$ cat config.mk
export PLATFORM = sky130hd
export DESIGN_NAME = lslf_accum
export DESIGN_NICKNAME = d
export VERILOG_FILES = /design/src/hdl/lslf_pkg.sv /design/src/hdl/lslf_accum.sv
export SDC_FILE = /design/constraint.sdc
export NUM_CORES = 2
export LEC_CHECK = 0
export CORE_UTILIZATION = 45
export DETAILED_ROUTE_END_ITERATION = 8
export DONT_BUFFER_PORTS = 1
export PLACE_DENSITY = 0.68
export SLEW_MARGIN = 20
export SYNTH_ARGS = -nofsm -noshare
export SYNTH_HDL_FRONTEND = slang
export SYNTH_SLANG_ARGS = --single-unit
$ cat constraint.sdc
create_clock -name clk -period 13 [get_ports clk]
set_input_delay 2.6 -clock clk [delete_from_list [all_inputs] [get_ports clk]]
set_output_delay 2.6 -clock clk [all_outputs]
set_load 0.01 [all_outputs]
$ cat src/hdl/lslf_pkg.sv
// shared types, constants and helpers for the least-squares line fit block
`timescale 1ns / 1ps
`default_nettype none

package lslf_pkg;

  // default sizing of the block
  localparam int LSLF_MAX_POINTS    = 4096;
  localparam int LSLF_OUT_FRAC_BITS = 16;

  // width of the shared arithmetic datapath
  localparam int WIDE = 128;

  // fixed scale of the determination quotient
  localparam logic [6:0] SH_DET = 7'd16;

  // status codes
  localparam logic [1:0] ST_OK     = 2'd0;
  localparam logic [1:0] ST_FEW    = 2'd1;
  localparam logic [1:0] ST_XCONST = 2'd2;
  localparam logic [1:0] ST_YCONST = 2'd3;

  // shared unit operations
  typedef enum logic [1:0] {
    ALU_MUL,
    ALU_DIV,
    ALU_SQRT
  } alu_op_t;

  // request to the shared unit
  typedef struct packed {
    logic       start;
    alu_op_t    op;
    logic [6:0] sh;
  } alu_req_t;

  // response from the shared unit
  typedef struct packed {
    logic busy;
    logic done;
  } alu_rsp_t;

  // sequencer steps
  typedef enum logic [5:0] {
    S_IDLE,
    M_NXX,
    M_XX,
    M_NYY,
    M_YY,
    M_NXY,
    M_XY,
    D_SLOPE,
    M_P,
    M_Q,
    M_NA,
    D_OFF,
    M_C2,
    D_G,
    D_DET,
    M_AB,
    D_V,
    M_ND,
    D_RS,
    Q_RS,
    M_AD,
    D_SE,
    Q_SE,
    M_VX,
    D_U,
    D_IE,
    Q_IE,
    M_GD,
    D_T,
    Q_T,
    S_DONE
  } step_t;

  // sign and magnitude to saturated signed 32 bits
  function automatic logic [31:0] to_s32(input logic neg, input logic [WIDE-1:0] m);
    logic [31:0] r;
    if (neg) begin
      if ((m[WIDE-1:32] != '0) || (m[31:0] > 32'h8000_0000)) r = 32'h8000_0000;
      else r = 32'd0 - m[31:0];
    end else begin
      if (m[WIDE-1:31] != '0) r = 32'h7FFF_FFFF;
      else r = m[31:0];
    end
    return r;
  endfunction

endpackage

`default_nettype wire

$ cat src/hdl/lslf_accum.sv
// running sums of count, x, y, xy, xx and yy over one set of pairs
`timescale 1ns / 1ps
`default_nettype none

module lslf_accum #(
  parameter int MAX_POINTS = lslf_pkg::LSLF_MAX_POINTS
) (
  input  wire logic                                  clk,
  input  wire logic                                  rst,
  input  wire logic                                  add,
  input  wire logic                                  clear,
  input  wire logic signed [15:0]                    x_in,
  input  wire logic signed [15:0]                    y_in,
  output logic [$clog2(MAX_POINTS+1)-1:0]            count,
  output logic signed [16+$clog2(MAX_POINTS+1)-1:0]  sum_x,
  output logic signed [16+$clog2(MAX_POINTS+1)-1:0]  sum_y,
  output logic signed [31+$clog2(MAX_POINTS+1)-1:0]  sum_xy,
  output logic [30+$clog2(MAX_POINTS+1)-1:0]         sum_xx,
  output logic [30+$clog2(MAX_POINTS+1)-1:0]         sum_yy
);

  localparam int CW   = $clog2(MAX_POINTS + 1);
  localparam int XS_W = 16 + CW;
  localparam int XY_W = 31 + CW;
  localparam int XX_W = 30 + CW;

  logic signed [31:0] pxy;
  logic signed [31:0] pxx;
  logic signed [31:0] pyy;
  logic               room;

  // products of the incoming pair
  assign pxy  = x_in * y_in;
  assign pxx  = x_in * x_in;
  assign pyy  = y_in * y_in;
  assign room = (count < CW'(MAX_POINTS));

  // accumulate while the set has room, clear once the fit is handed off
  always_ff @(posedge clk) begin
    if (rst || clear) begin
      count  <= '0;
      sum_x  <= '0;
      sum_y  <= '0;
      sum_xy <= '0;
      sum_xx <= '0;
      sum_yy <= '0;
    end else if (add && room) begin
      count  <= count + CW'(1);
      sum_x  <= sum_x + XS_W'(x_in);
      sum_y  <= sum_y + XS_W'(y_in);
      sum_xy <= sum_xy + XY_W'(pxy);
      sum_xx <= sum_xx + XX_W'(pxx[30:0]);
      sum_yy <= sum_yy + XX_W'(pyy[30:0]);
    end
  end

endmodule

`default_nettype wire

==> results.toml <==
[outcome]
status = "completed"

[synth]
synth_nets = 6123
synth_cell_types = 79
synth-main-ff-cell = "dfxtp_1"
synth_edf_count = 0
synthArstFlopShare_pct = 0
syn-cell-area_um2 = 42680
ys_seq_elements = 201
synth_area_per_cell_um2 = 8.778
yosysSeqAreaShare_pct = 9.428
synthCells = 4862
yosys_warnings = 0

[worst_setup_path]
worstSetupStartpointType = "input port"
worstSetupPathType = "input port to flop"
cp.required_ns = 13.50
crit_arrival_ns = 10.84
max_stage_delay_ns = 0.61
cpMostUsedCell = "fa_1"
r2r_cells = 19
cpMaxStageDelayCell = "clkinv_1"
crit_path_end_kind = "flop"
crit_fanout = 21

[timing]
slew-limit-headroom_pct = 34.00
max_freq_mhz = 96.75
rsz0062_at_grt = "no"
fin_worst_skew_ns = 0.02006
tightest_slew_ns = 0.9875
fin_crit_sh_pct = 79.51
finalMaxSlewViolations = 0
min_period_ns = 10.34
finalSetupViolCount = 0
setup_tns_ns = 0
final-hold-violation-count = 0

[floorplan]
io_pins = 237
std_cell_rows = 112
die_area_um2 = 96080
core_area_um2 = 93610
die_y_um = 310.0
start_util_pct = 45.59
die_width_um = 310.0

[cts]
clkSinkCount = 201
cts_root_buffer = "clkbuf_16"
post-cts-setup-buffer-count = 0
cts_hold_buf = 0
h-tree-depth = 1
numCtsBuffers = 29
path_clk_slew_ns = 0.06
clk_latency_ns = 0.64
cts_tree = "done"
clockBufferDepth = 3
cts_resized = 0

[drt]
vias_per_cell = 5.383
drc = 0
drtIter0Drc = 1944
final_antenna_net_count = 0
vias = 32330
drt_first_pass_iters = 5
wire_per_inst_um = 18.64
routed_wl_um = 111900

[cells_and_area]
utilization_pct = 47.76
syn2layout_area_growth_pct = 4.746
layout-drive-gt1-share_pct = 2.189
nNetsFinal = 5991
final_common_cell = "inv_1"
layout.cells.most_common_list = "inv_1 (989), fa_1 (802), nand2_1 (580), ha_1 (423), a21oi_1 (283)"

[place]
portBuffers = 0
place.gp.congestion = 0.9235
dp_hpwl_um = 87220

[global_route]
grt_pass1_vias = 34120
grt.total_usage_pct = 24.29
grt-ovfl-total = 0
antenna_found_initial = 1
grt_max_degree = 72
grt_first_pass_wirelength_um = 183400

[worst_hold_path]
holdPathStages = 2
min_path_type = "flop to flop"

[job]
drv_cap = 0
worst max-delay path: cells and delay by family:
kind | cells | cell delay (ns)
AOI/OAI and AO/OA | 10 | 2.26
xor gates and xnor gates | 2 | 0.24
adders and majority gates | 8 | 3.20
buffers and inverters | 5 | 0.81
and+or+nand+nor | 7 | 1.70
through the flow:
| step | cell area [um2] | instances | hold slack [ns] | worst slack [ns] |
|---|---|---|---|---|
| 2_1_floorplan | 42680 | 4862 | 0.4881 | 2.637 |
| 3_3_place_gp | 43710 | 5952 | 0.5066 | 2.269 |
| 3_5_place_dp | 43710 | 5952 | 0.5133 | 2.127 |
| 4_1_cts | 44680 | 6004 | 0.5212 | 2.745 |
| 5_1_grt | 44700 | 6005 | 0.5530 | 2.170 |
| 6_report | 44710 | 6006 | 0.5183 | 2.664 |
sequential cells by signal, indices dropped and copies added (netlist names):
register,flops
sum_xy,44
sum_xx,43
count,13
sum_yy,43
sum_y,29
sum_x,29
Yosys cell counts (all sizes together) (4+ instances only):
library cell / n / share of area [%]
inv: 991 / 8.7
fa: 802 / 38
nand2: 580 / 5.1
ha: 423 / 12
a21oi: 286 / 3.4
nor2: 248 / 2.2
dfxtp: 201 / 9.4
xnor2: 185 / 3.8
clkbuf: 164 / 1.4
and2: 124 / 1.8
a21o: 111 / 2.0
o21ai: 107 / 1.3
xor2: 70 / 1.4
a22o: 48 / 0.98
nand3: 48 / 0.56
nand2b: 43 / 0.65
nor3: 40 / 0.47
a211oi: 37 / 0.65
nor2b: 35 / 0.51
o21bai: 31 / 0.55
and3: 30 / 0.44
o21a: 28 / 0.49
nand4: 24 / 0.35
a31oi: 21 / 0.31
or3: 21 / 0.31
buf: 15 / 0.16
a31o: 14 / 0.29
o211ai: 11 / 0.19
o31a: 9 / 0.18
o41ai: 7 / 0.18
or2: 7 / 0.10
a211o: 6 / 0.12
a41o: 6 / 0.14
and4: 6 / 0.12
clkinv: 6 / 0.053
a21boi: 5 / 0.088
a41oi: 5 / 0.10
o211a: 5 / 0.12
o31ai: 5 / 0.12
a2111oi: 4 / 0.082
a221oi: 4 / 0.11
nor4: 4 / 0.059
o22ai: 4 / 0.059
routing by layer:
layer / GRT usage [%] / vias to the layer above / share of wire (%)
li1: - / 14990 / -
met1: 31.32 / 16290 / 41
met2: 40.22 / 881 / 47
met3: 6.566 / 169 / 9.1
met4: 6.289 / 2 / 2.6
met5: 0 / - / 0.012
cell families after synthesis:
logic type	after synthesis	share of synthesized area [%]
adder cells (fa/ha/maj)	1225	50.02
AND/OR/NAND/NOR	1222	12.90
buffers and inverters	1176	10.37
AO/OA/AOI/OAI	778	11.93
XOR/XNOR	255	5.233
flip-flops	201	9.428
multiplexers	5	0.1231
cell type report:
class,instances,area [um2]
fillers,9099,48900
well taps,1254,1569
repair buffers,16,140.1
clock inverters,15,186.4
inverters,997,3742
diodes,1,2.502
multi-input cells,3485,34270
clock buffers,37,775.7
flip-flops and latches,201,4024
worst paths after layout:
kind | from | slack (ns) | to
worst max-delay path | x_in[1] | 2.66 | sum_xx[34]$_SDFFE_PP0P_
worst min-delay path | sum_yy[4]$_SDFFE_PP0P_ | 0.52 | sum_yy[4]$_SDFFE_PP0P_
worst max register to register | sum_xy[15]$_SDFFE_PP0P_ | 6.71 | sum_xy[33]$_SDFFE_PP0P_
worst min register to register | sum_yy[4]$_SDFFE_PP0P_ | 0.52 | sum_yy[4]$_SDFFE_PP0P_
Power is left out: the tool's default activity adds up to more than one toggle a clock period on the data nets, which glitch-free logic cannot reach.
